--- config.mk ---
export PLATFORM = sky130hd
export DESIGN_NAME = icmp_erc_core
export DESIGN_NICKNAME = d
export VERILOG_FILES = /design/src/sv/icmp_erc_pkg.sv /design/src/sv/icmp_erc_core.sv
export SDC_FILE = /design/constraint.sdc
export NUM_CORES = 1
export LEC_CHECK = 0
export BUFFER_PORTS_ARGS = -buffer_cell sky130_fd_sc_hd__buf_4
export CORE_MARGIN = 10
export CORE_UTILIZATION = 55
export CTS_BUF_LIST = sky130_fd_sc_hd__clkbuf_2 sky130_fd_sc_hd__clkbuf_4 sky130_fd_sc_hd__clkbuf_8
export CTS_CLUSTER_DIAMETER = 100
export DETAILED_ROUTE_END_ITERATION = 10
export GPL_TIMING_DRIVEN = 0
export PLACE_DENSITY = 0.77
export SYNTH_ARGS = -nofsm -noshare
export SYNTH_HDL_FRONTEND = slang
export SYNTH_SLANG_ARGS = --single-unit
--- constraint.sdc ---
create_clock -name clk_i -period 11.7 [get_ports clk_i]
set_input_delay 1.17 -clock clk_i [delete_from_list [all_inputs] [get_ports clk_i]]
set_output_delay 1.17 -clock clk_i [all_outputs]
set_load 0.005 [all_outputs]
--- src/sv/icmp_erc_pkg.sv ---
`default_nettype none
package icmp_erc_pkg;

  // Packet length handling
  localparam int MAX_PACKET_BYTES = 4096;
  localparam int BYTE_CAP         = (MAX_PACKET_BYTES < 8191) ? MAX_PACKET_BYTES : 8191;
  localparam int IP_MIN_BYTES     = 20;
  localparam int ICMP_HDR_BYTES   = 8;
  localparam int PAYLOAD_RESET    = 56;

  localparam int COUNT_W   = 13;
  localparam int HLEN_W    = 6;
  localparam int REGION_W  = COUNT_W + 1;
  localparam int SUM_W     = 17;

  // Configuration register indexes
  typedef enum logic [1:0] {
    CFG_EXPECTED_ID  = 2'd0,
    CFG_EXPECTED_SEQ = 2'd1,
    CFG_PAY_LEN      = 2'd2
  } cfg_idx_e;

  // Result codes
  typedef enum logic [3:0] {
    ST_VALID         = 4'd0,
    ST_SHORT_IP      = 4'd1,
    ST_SHORT_ICMP    = 4'd2,
    ST_BAD_TYPE      = 4'd3,
    ST_BAD_ID        = 4'd4,
    ST_BAD_SEQ       = 4'd5,
    ST_BAD_CODE      = 4'd6,
    ST_SHORT_PAYLOAD = 4'd7,
    ST_BAD_CHECKSUM  = 4'd8
  } status_e;

  typedef struct packed {
    logic [7:0] data_byte;
    logic       last;
  } in_t;

  typedef struct packed {
    logic [3:0] status;
    logic       echo_hit;
  } out_t;

  typedef struct packed {
    logic [15:0]        expected_id;
    logic [15:0]        expected_seq;
    logic [COUNT_W-1:0] pay_len;
  } cfg_t;

endpackage
`default_nettype wire

--- src/sv/icmp_erc_core.sv ---
`default_nettype none
module icmp_erc_core import icmp_erc_pkg::*; (
  input  wire logic clk_i,
  input  wire logic rst_ni,
  input  wire in_t  word_i,
  input  wire logic step_i,
  input  wire cfg_t cfg_i,
  output out_t      result_o
);

  logic [COUNT_W-1:0] count_q, count_d;
  logic [HLEN_W-1:0]  hlen_q, hlen_d;
  logic [7:0]         type_q, type_d;
  logic [7:0]         code_q, code_d;
  logic [15:0]        id_q, id_d;
  logic [15:0]        seq_q, seq_d;
  logic [15:0]        rxsum_q, rxsum_d;
  logic [SUM_W-1:0]   sum_q, sum_d;
  logic [7:0]         hbyte_q, hbyte_d;

  logic [COUNT_W-1:0]  offs;
  logic [COUNT_W-1:0]  rem;
  logic [REGION_W-1:0] region;
  logic [SUM_W-1:0]    sum_chk;
  logic                short_icmp;

  // Ones-complement add of one 16-bit word with end-around carry
  function automatic logic [SUM_W-1:0] add_word(input logic [SUM_W-1:0] acc,
                                                input logic [15:0] w);
    logic [SUM_W:0] s;
    s = {1'b0, acc} + {2'b00, w};
    return SUM_W'({2'b00, s[15:0]} + {16'h0000, s[SUM_W:16]});
  endfunction

  assign region = REGION_W'(ICMP_HDR_BYTES) + {1'b0, cfg_i.pay_len};

  // Fold the byte into the packet state
  always_comb begin
    count_d = count_q;
    hlen_d  = hlen_q;
    type_d  = type_q;
    code_d  = code_q;
    id_d    = id_q;
    seq_d   = seq_q;
    rxsum_d = rxsum_q;
    sum_d   = sum_q;
    hbyte_d = hbyte_q;
    offs    = '0;
    if (count_q < COUNT_W'(BYTE_CAP)) begin
      count_d = count_q + COUNT_W'(1);
      if (count_q == '0) begin
        hlen_d = {word_i.data_byte[3:0], 2'b00};
      end
      if (count_q >= COUNT_W'(hlen_d)) begin
        offs = count_q - COUNT_W'(hlen_d);
        case (offs)
          COUNT_W'(0): type_d = word_i.data_byte;
          COUNT_W'(1): code_d = word_i.data_byte;
          COUNT_W'(2): rxsum_d[15:8] = word_i.data_byte;
          COUNT_W'(3): rxsum_d[7:0]  = word_i.data_byte;
          COUNT_W'(4): id_d[15:8]    = word_i.data_byte;
          COUNT_W'(5): id_d[7:0]     = word_i.data_byte;
          COUNT_W'(6): seq_d[15:8]   = word_i.data_byte;
          COUNT_W'(7): seq_d[7:0]    = word_i.data_byte;
          default: ;
        endcase
        // Sum the checksum region, skipping the checksum field itself
        if (({1'b0, offs} < region) && (offs != COUNT_W'(2)) && (offs != COUNT_W'(3))) begin
          if (!offs[0]) begin
            hbyte_d = word_i.data_byte;
          end else begin
            sum_d = add_word(sum_q, {hbyte_q, word_i.data_byte});
          end
        end
      end
    end
  end

  // Judge the packet on its last byte.
  // With an odd region the padded word is added to the old sum: whenever the
  // checksum is actually judged, this byte added no word of its own.
  always_comb begin
    short_icmp = (COUNT_W'(hlen_d) > count_d);
    rem        = count_d - COUNT_W'(hlen_d);
    if (rem < COUNT_W'(ICMP_HDR_BYTES)) begin
      short_icmp = 1'b1;
    end
    sum_chk = region[0] ? add_word(sum_q, {hbyte_d, 8'h00}) : sum_d;

    result_o.echo_hit = 1'b0;
    if (count_d < COUNT_W'(IP_MIN_BYTES)) begin
      result_o.status = ST_SHORT_IP;
    end else if (short_icmp) begin
      result_o.status = ST_SHORT_ICMP;
    end else if (type_d != 8'h00) begin
      result_o.status = ST_BAD_TYPE;
    end else if (id_d != cfg_i.expected_id) begin
      result_o.status = ST_BAD_ID;
    end else if (seq_d != cfg_i.expected_seq) begin
      result_o.status = ST_BAD_SEQ;
    end else if (code_d != 8'h00) begin
      result_o.status = ST_BAD_CODE;
    end else begin
      result_o.echo_hit = 1'b1;
      if ({1'b0, rem} < region) begin
        result_o.status = ST_SHORT_PAYLOAD;
      end else if (~sum_chk[15:0] != rxsum_d) begin
        result_o.status = ST_BAD_CHECKSUM;
      end else begin
        result_o.status = ST_VALID;
      end
    end
  end

  // Advance the packet state; clear it after the last byte
  always_ff @(posedge clk_i or negedge rst_ni) begin
    if (!rst_ni) begin
      count_q <= '0;
      hlen_q  <= '0;
      type_q  <= '0;
      code_q  <= '0;
      id_q    <= '0;
      seq_q   <= '0;
      rxsum_q <= '0;
      sum_q   <= '0;
      hbyte_q <= '0;
    end else if (step_i) begin
      if (word_i.last) begin
        count_q <= '0;
        hlen_q  <= '0;
        type_q  <= '0;
        code_q  <= '0;
        id_q    <= '0;
        seq_q   <= '0;
        rxsum_q <= '0;
        sum_q   <= '0;
        hbyte_q <= '0;
      end else begin
        count_q <= count_d;
        hlen_q  <= hlen_d;
        type_q  <= type_d;
        code_q  <= code_d;
        id_q    <= id_d;
        seq_q   <= seq_d;
        rxsum_q <= rxsum_d;
        sum_q   <= sum_d;
        hbyte_q <= hbyte_d;
      end
    end
  end

endmodule
`default_nettype wire

== Yosys cells after proc, flatten, opt, wreduce, memory -nomap -nowiden ==
Cells that the tools add are included.

* Register bits after elaboration: 108
* Input port bits: 57
* Output and inout port bits: 5
* Word-level logic and storage cells: 98

* Add/subtract/negate cells: 8
* $lt $le $gt $ge: 7
* Eq/ne operators: 12
* Multiplexer cells: 55
* Bitwise operators: 1
* Reductions and logical operators: 6

{| class="wikitable"
|+ Operators by type and width
! cell !! count
|-
| 16-bit two-way mux || 10
|-
| 8-bit two-way mux || 19
|-
| 17-bit two-way mux || 5
|-
| 13-bit by 3-bit == test with 1-bit output, second input constant || 4
|-
| 16-bit != test || 3
|-
| 17-bit by 16-bit adder with 18-bit output || 2
|-
| 4-bit two-way mux || 8
|-
| 13-bit by 14-bit < comparator with 1-bit output || 2
|-
| 13-bit by 2-bit == test with 1-bit output, second input constant || 2
|-
| 13-bit logical NOT || 2
|-
| 13-bit two-way mux || 2
|-
| 13-bit by 2-bit != test with 1-bit output, second input constant || 2
|-
| 13-bit by 6-bit subtractor with 13-bit output || 2
|-
| 6-bit two-way mux || 4
|-
| 16-bit by 2-bit adder with 17-bit output || 1
|-
| 16-bit by 2-bit adder with 16-bit output || 1
|-
| 16-bit NOT || 1
|-
| 8-bit nonzero test || 2
|-
| 4-bit by 13-bit adder with 14-bit output, first input constant || 1
|-
| 13-bit by 1-bit adder with 13-bit output, second input constant || 1
|-
| 13-bit by 1-bit == test with 1-bit output, second input constant || 1
|-
| 13-bit by 6-bit >= comparator with 1-bit output || 1
|-
| 6-bit by 13-bit > comparator with 1-bit output || 1
|-
| 13-bit < comparator, second input constant || 1
|-
| other kinds (4) || 11
|}

== Logic depth before layout (Yosys ltp) ==
Gate-level depths: netlist of run 1.

* Depth after elaboration: 23
* Mapped depth: 43
* Depth with buffers taken out: 40

== Worst setup path before layout of run 1 ==
OpenSTA, ideal clock, no wires.

* Path kind: flip-flop to output port
* From: register count_q[8]
* To: output result_o[4] in the netlist's numbering
* Arrival time: 8.278 ns
* Required time: 10.530 ns
* Slack: 2.252 ns
* Stages on the path, launching flop included: 42
* Buffers on the path: 3
* Path through: dfrtp_1 clkbuf_1 nor3_1 and3_1 and4_1 clkbuf_1 clkbuf_1 mux2i_1 ha_1 a21o_1 a21oi_1 nand3_1 xor2_2 inv_1 ha_1 and4_1 a21oi_1 o211ai_1 (+6 left out) fa_1 nor2b_1 o21ai_0 a21boi_0 nor3_1 o21bai_1 a21oi_1 xnor2_1 ha_1 fa_1 nand3_1 nor4_1 xnor2_1 mux2_2 xor2_1 nand3_1 nor4_1 a311oi_2

{| class="wikitable"
|+ RTL lines
! item !! RTL line !! source
|-
| start, declared || icmp_erc_core.sv:11 || <nowiki>logic [COUNT_W-1:0] count_q, count_d;</nowiki>
|-
| start signal, assigned || icmp_erc_core.sv:139 || <nowiki>count_q <= count_d;</nowiki>
|-
| end, declared || icmp_erc_core.sv:8 || <nowiki>output out_t result_o</nowiki>
|}

==> results.ini, run 1 <==
[cells_and_area]
n_antenna_cell = 0
final_cell_area_um2 = 11050
stdcell_count = 1518
synthToLayoutAreaGrowth_pct = 10.37
nNetsFinal = 1414
drive_gt1_share_pct = 10.63

[grt]
antenna_found_initial = 0
overflow = 0
grt_pass1_wl_um = 48360
grt_max_degree = 109
grt_pass1_vias = 9342
grt_usage_pct = 24.50

[timing]
timing.final.ws_setup_ps = 464.4
rsz0062_at_grt = no
slew_headroom_pct = 44.56
maxSlewViolCount = 0
finalHoldViolCount = 0
fin_crit_sh_pct = 96.03
worst_pin_slew_ps = 831.6
setup_viol = 0
fin_worst_skew_ps = 10.38
finalCriticalPeriod_ps = 11240
max_clock_freq_ghz = 0.08900

[setup_path]
start_kind = register
ff2ff_setup_slack_ps = 4820
critPathLaunch = count_q[8]
r2r-end = sum_q[11]
end_kind = output pin
crit_top_cell = ha_1
r2r-start = count_q[8]
reg2regPathDepth = 25
critPathSlowestCell = mux2_2
slowest_delay_ps = 380
worst_ep_required_time_ps = 10530
crit_type = reg -> out
critical_path.max_fanout = 10
arrival_ps = 10070
critical_path_buf_inv_count = 5
path_delay_family = compound AO/OA/AOI/OAI gates

[placed_design]
placed_area_um2 = 10740
post-place-cells = 1499
dp_hpwl_um = 23150
place_congestion = 0.9293
place_ws_ps = -93.47
port_buffers = 59

[floorplanning]
initial_core_util_pct = 55.74
dieHeight_um = 154.9
die_x_um = 154.9
dieArea_um2 = 24000
core_um2 = 17960
rows = 49
ios = 62

[yosys]
yosysTopAreaCellShare_pct = 26.99
yosys_warnings = 0
ys_top_cells_by_area = dfrtp_1 27%, ha_1 8.4%, xnor2_1 7.7%, mux2i_1 5.8%, o21ai_0 4.3%
synthTopCellsByCount = 111 x nand2_1, 108 x dfrtp_1, 90 x inv_1
synthArstFlopShare_pct = 100.0
synth.most_common_cell = nand2_1
yosys.cell_types.count = 86
synth.avg_cell_area_um2 = 8.269
synth.net_count = 1341
synth_edf_count = 0
ys.flop_type = dfrtp_1
post-synth-top-area-cell = dfrtp_1
netlist_area_um2 = 10010
ys_ff_latch = 108
seq_area_frac_synth_pct = 26.99
synth_cells = 1211

[pwr]
irDropWorstVdd_mv = 0.1215
p_leak_nw = 4.972
power.density_nw_per_um2 = 148.1

[clock_network]
numClockSinks = 108
cts_tree = yes
worstSkewPairLatency_ps = 420
cts.clk_slew.worst_paths_ps = 120
cts.htree.levels = 3
cts_root_buf = clkbuf_8
cts_buffers = 9
ctsHoldBuffers = 0
clk_path_buf_depth = 2

[hold_path]
hold_class = reg -> reg
min_from = type_q[7]
hold-path-endpoint = type_q[7]
holdPathStages = 2

[flow_run]
timing.max_cap.violations = 0

[route]
dr_total_vias = 9675
wl_um = 30260
wl_per_cell_um = 19.93
via_per_inst = 6.374
postRouteAntennaNets = 0
drt_pass1_iterations = 6
drt-initial-drc-count = 961
drc = 0

[outcome]
outcome = completed

[stage by stage]
step,total power (W),TNS [ps],utilization (%),hold WS [ps]
2_1_floorplan,0.001138,0,-,449.2
3_3_place_gp,0.001328,0,59.80,462.3
3_5_place_dp,0.001351,-93.47,59.80,471.0
4_1_cts,0.001613,0,61.07,495.7
5_1_grt,0.001751,0,61.52,528.7
6_report,0.001637,0,61.52,492.1
[repair_timing]
action,in CTS,in global routing
cloned,0,0
gates resized for setup,4,11
endpoints found under the setup margin,1,1
setup buffers,0,2
pin swaps,0,1
[layout by cell type, fill, tap and decap left out, types with 4 or more instances in the layout]
master | netlist | routed
clkbuf_8 | 0 | 9
a31oi_1 | 4 | 4
or3_1 | 10 | 10
nand2b_1 | 11 | 11
nand2_1 | 111 | 111
o31ai_1 | 5 | 5
mux2i_1 | 58 | 57
xnor2_1 | 88 | 87
nand3_2 | 3 | 5
o21ai_1 | 8 | 9
nand4_1 | 13 | 13
o211ai_1 | 7 | 7
a21oi_1 | 74 | 72
inv_1 | 90 | 90
fa_1 | 6 | 6
o21a_1 | 8 | 8
xor2_1 | 35 | 35
buf_4 | 3 | 63
a22oi_1 | 12 | 12
and2_1 | 9 | 9
clkbuf_1 | 48 | 47
ha_1 | 67 | 67
a31o_2 | 8 | 8
dfrtp_1 | 108 | 108
o22ai_1 | 48 | 48
a211oi_1 | 7 | 7
nor4_1 | 18 | 17
nor2b_1 | 16 | 16
mux2_2 | 12 | 12
o2111ai_1 | 4 | 4
nor2_1 | 61 | 60
a21o_1 | 11 | 11
and3_1 | 19 | 19
o21ai_0 | 86 | 85
a21boi_0 | 7 | 6
nor3_1 | 26 | 25
o21bai_1 | 7 | 7
nand3_1 | 35 | 33
[registers in the layout (all words and copies together) (netlist names)]
register,flops
type_q,8
rxsum_q,16
count_q,13
hbyte_q,8
sum_q,17
hlen_q,6
seq_q,16
code_q,8
id_q,16
[worst max-delay path by stage]
stage	endpoint	cells after the start
2_1_floorplan	result_o[4]	41
3_3_place_gp	result_o[4]	40
3_5_place_dp	result_o[4]	42
4_1_cts	result_o[4]	42
5_1_grt	result_o[4]	40
6_report	result_o[4]	42
[worst register-to-register path: cells and delay by family (launching register included)]
family	cells	cell delay, ps
buf+inv	6	1650
fa+ha+maj	2	650
flops	1	370
compound gates	9	1910
simple gates	6	1640
mux	1	280
xor+xnor	1	310
[cell families after synthesis]
kind of cell | count (synthesis) | share of synthesized area [%]
multiplexers | 70 | 7.147
flip-flops | 108 | 26.99
adder cells (fa/ha/maj) | 73 | 9.571
AND/OR/NAND/NOR | 358 | 18.49
XOR/XNOR | 124 | 10.92
AO/OA/AOI/OAI | 330 | 21.04
buffers and inverters | 148 | 5.835
[layout make-up]
class | count | area (um^2)
sequential | 108 | 2703
inverter | 92 | 345.3
fill | 1574 | 6912
timing repair buffer | 62 | 489.2
clock inverter | 7 | 87.58
clock buffer | 9 | 123.9
tap | 229 | 286.5
multi-input combinational | 955 | 6774
buffer | 56 | 242.7
[metal layers]
layer	vias to the layer above	GRT usage [%]	wire, um
met3	101	3.832	2667
met5	-	0	0
met1	4583	31.59	12420
met2	502	39.81	13990
met4	0	10.57	1178
li1	4489	-	-
[report_power, final]
group          switching (W)  total, W  internal (W)
logic               0.000531  0.000912      0.000381
registers          0.0000530  0.000466      0.000413
clock network       0.000155  0.000259      0.000105
Power figures use the tool's default switching activity.
==> run 2, diff against run 1 <==
CORE_UTILIZATION = 64   (was 55)
PLACE_DENSITY = 0.87   (was 0.77)
==> results.ini, run 2 (synthesis gave the netlist of run 1 again) <==
[setup_path]
slowest_delay_ps = 380  ; about the same
crit_type = reg -> out
critical_path_buf_inv_count = 7  ; +2
critPathSlowestCell = dfrtp_1
reg2regPathDepth = 26  ; +4.0%
arrival_ps = 10120  ; +50 ps
worst_ep_required_time_ps = 10530  ; about the same
path_delay_family = compound AO/OA/AOI/OAI gates
cp.depth = 43  ; +2.4%
end_kind = output pin
start_kind = register
critical_path.max_fanout = 10  ; unchanged

[outcome]
outcome = completed

[cells_and_area]
synthToLayoutAreaGrowth_pct = 10.26
mostFrequentLayoutCells = 111 x nand2_1, 108 x dfrtp_1, 90 x inv_1, 87 x xnor2_1, 85 x o21ai_0
final_common_cell = nand2_1
n_antenna_cell = 0  ; unchanged
drive_gt1_share_pct = 10.84  ; +0.22 points
largest_register_ff_count = 17  ; unchanged
fillers = 1182  ; -25%
nNetsFinal = 1416  ; +0.14%
stdcell_count = 1502  ; -1.1%
largest-register = sum_q

[pwr]
power.density_nw_per_um2 = 147.6  ; -0.32%
p_leak_nw = 4.974  ; about the same
irDropWorstVdd_mv = 0.1342  ; +10%
p_comb_share_pct = 56.3  ; +0.6 points
swShare_pct = 45.67  ; +0.56 points
sequentialPowerShare_pct = 28.7  ; +0.3 points
power_frac_clock_pct = 15.0  ; -0.9 points
intPower_w = 0.0008853  ; -1.4%
switching_power_w = 0.0007443  ; +0.81%

[placed_design]
dp_hpwl_um = 22770  ; -1.7%
post-place-cells = 1481  ; -1.2%
place_congestion = 0.9840  ; +5.9%
port_buffers = 59  ; unchanged

[route]
drt_pass1_iterations = 6  ; unchanged
wl_um = 30120  ; -0.46%
drt-initial-drc-count = 1215  ; +26%
postRouteAntennaNets = 0  ; unchanged
drc = 0  ; unchanged
wl_per_cell_um = 20.05  ; +0.60%
dr_total_vias = 9882  ; +2.1%
via_per_inst = 6.579  ; +3.2%

[grt]
overflow = 0  ; unchanged
grt_pass1_vias = 9811  ; +5.0%
grt_pass1_wl_um = 49180  ; +1.7%
grt_max_degree = 109  ; unchanged
antenna_found_initial = 0  ; unchanged
grt_usage_pct = 27.77  ; +3.3 points

[floorplanning]
dieHeight_um = 145.1  ; -6.4%
rows = 45  ; -8.2%
initial_core_util_pct = 65.63  ; +9.9 points
ios = 62  ; unchanged
core_um2 = 15260  ; -15%
die_x_um = 145.1  ; -6.4%
dieArea_um2 = 21050  ; -12%

[timing]
fin_worst_skew_ps = 14.88  ; +4.505 ps
whs_ps = 496.2  ; +4.121 ps
setup_viol = 0  ; unchanged
finalSetupTns_ps = 0  ; unchanged
finalHoldViolCount = 0  ; unchanged
worst_pin_slew_ps = 956.1  ; +124.5 ps
maxSlewViolCount = 0  ; unchanged
finalCriticalPeriod_ps = 11290  ; +56.41 ps
slew_headroom_pct = 35.67  ; -8.9 points
fin_crit_sh_pct = 96.51  ; +0.48 points
max_clock_freq_ghz = 0.08856  ; -0.50%

[clock_network]
ctsHoldBuffers = 0  ; unchanged
cts_tree = yes
cts_buffers = 9  ; unchanged
cts.clk_slew.worst_paths_ps = 120  ; about the same
cts_root_buf = clkbuf_8
clk_path_buf_depth = 2  ; unchanged
numClockSinks = 108  ; unchanged
worstSkewPairLatency_ps = 410  ; about the same
cts.htree.levels = 3  ; unchanged

[hold_path]
hold_class = reg -> reg
holdPathStages = 2  ; unchanged

[flow_run]
timing.max_cap.violations = 0  ; unchanged

[run 2: worst paths after layout]
| check | from | to | slack (ps) |
|---|---|---|---|
| min reg2reg | type_q[4] | type_q[4] | 500 |
| max reg2reg | count_q[8] | sum_q[14] | 4760 |
| max | count_q[8] | result_o[4] | 410 |
| max in group asynchronous | rst_ni | sum_q[15] | 10420 |
| min in group asynchronous | rst_ni | id_q[5] | 540 |
| min | type_q[4] | type_q[4] | 500 |
[run 2: power groups by stage]
stage          clock, W  combinational, W  sequential, W
2_1_floorplan         0          0.000685       0.000453
3_3_place_gp          0          0.000850       0.000468
3_5_place_dp          0          0.000880       0.000471
4_1_cts        0.000239          0.000887       0.000464
5_1_grt        0.000254           0.00102       0.000472
6_report       0.000245          0.000917       0.000468
[run 2: layout make-up]
cell class | instances | area (um^2) | area share [%]
Multi-Input combinational cell | 955 | 6782 | 61.42
Sequential cell | 108 | 2703 | 24.48
Timing Repair Buffer | 64 | 504.2 | 4.567
Inverter | 92 | 345.3 | 3.128
Tap cell | 211 | 264.0 | 2.391
Buffer | 56 | 242.7 | 2.199
Clock buffer | 10 | 137.6 | 1.247
Clock inverter | 6 | 62.56 | 0.5666
[run 2: timing repair]
action,in CTS,in global routing
buffers inserted,0,4
hold endpoints to repair,0,0
pin swaps,0,1
gates resized for setup,4,11
setup endpoints to repair,1,1
[run 2: through the flow]
| step | area, um^2 | setup WS [ps] | total power [W] | util (%) |
|---|---|---|---|---|
| after floorplan | 10010 | 2252 | 0.001138 | - |
| after global placement | 10720 | 204.8 | 0.001319 | 70.26 |
| after detailed placement | 10720 | -94.49 | 0.001351 | 70.26 |
| after CTS | 10930 | 81.14 | 0.001591 | 71.66 |
| after global routing | 11040 | -2.371 | 0.001744 | 72.36 |
| final | 11040 | 408.0 | 0.001630 | 72.36 |
[run 2: per-layer routing]
layer	vias up	global-route usage, %	share of wire (%)
met1	4710	34.38	39
met4	0	12.18	4.2
met3	115	6.116	9.5
met5	-	0	0
met2	553	45.52	47
li1	4504	-	-
[run 2: worst reg2reg max path: stages, from the launching register on]
cell and delay (ps):
dfrtp_1 380, clkbuf_1 210, nor3_2 330, and3_1 320
and4_1 220, clkbuf_1 240, clkbuf_4 290, mux2i_2 300
ha_1 360, a21o_1 270, a21oi_2 270, nand3_1 190
xor2_2 270, inv_1 90, ha_1 310, and4_1 220
a21oi_1 150, o211ai_1 110, o21ai_1 270, and3_1 220
a21boi_1 230, buf_4 240, buf_2 260, and2_0 330
clkbuf_1 440, a22oi_1 170, o22ai_1 170
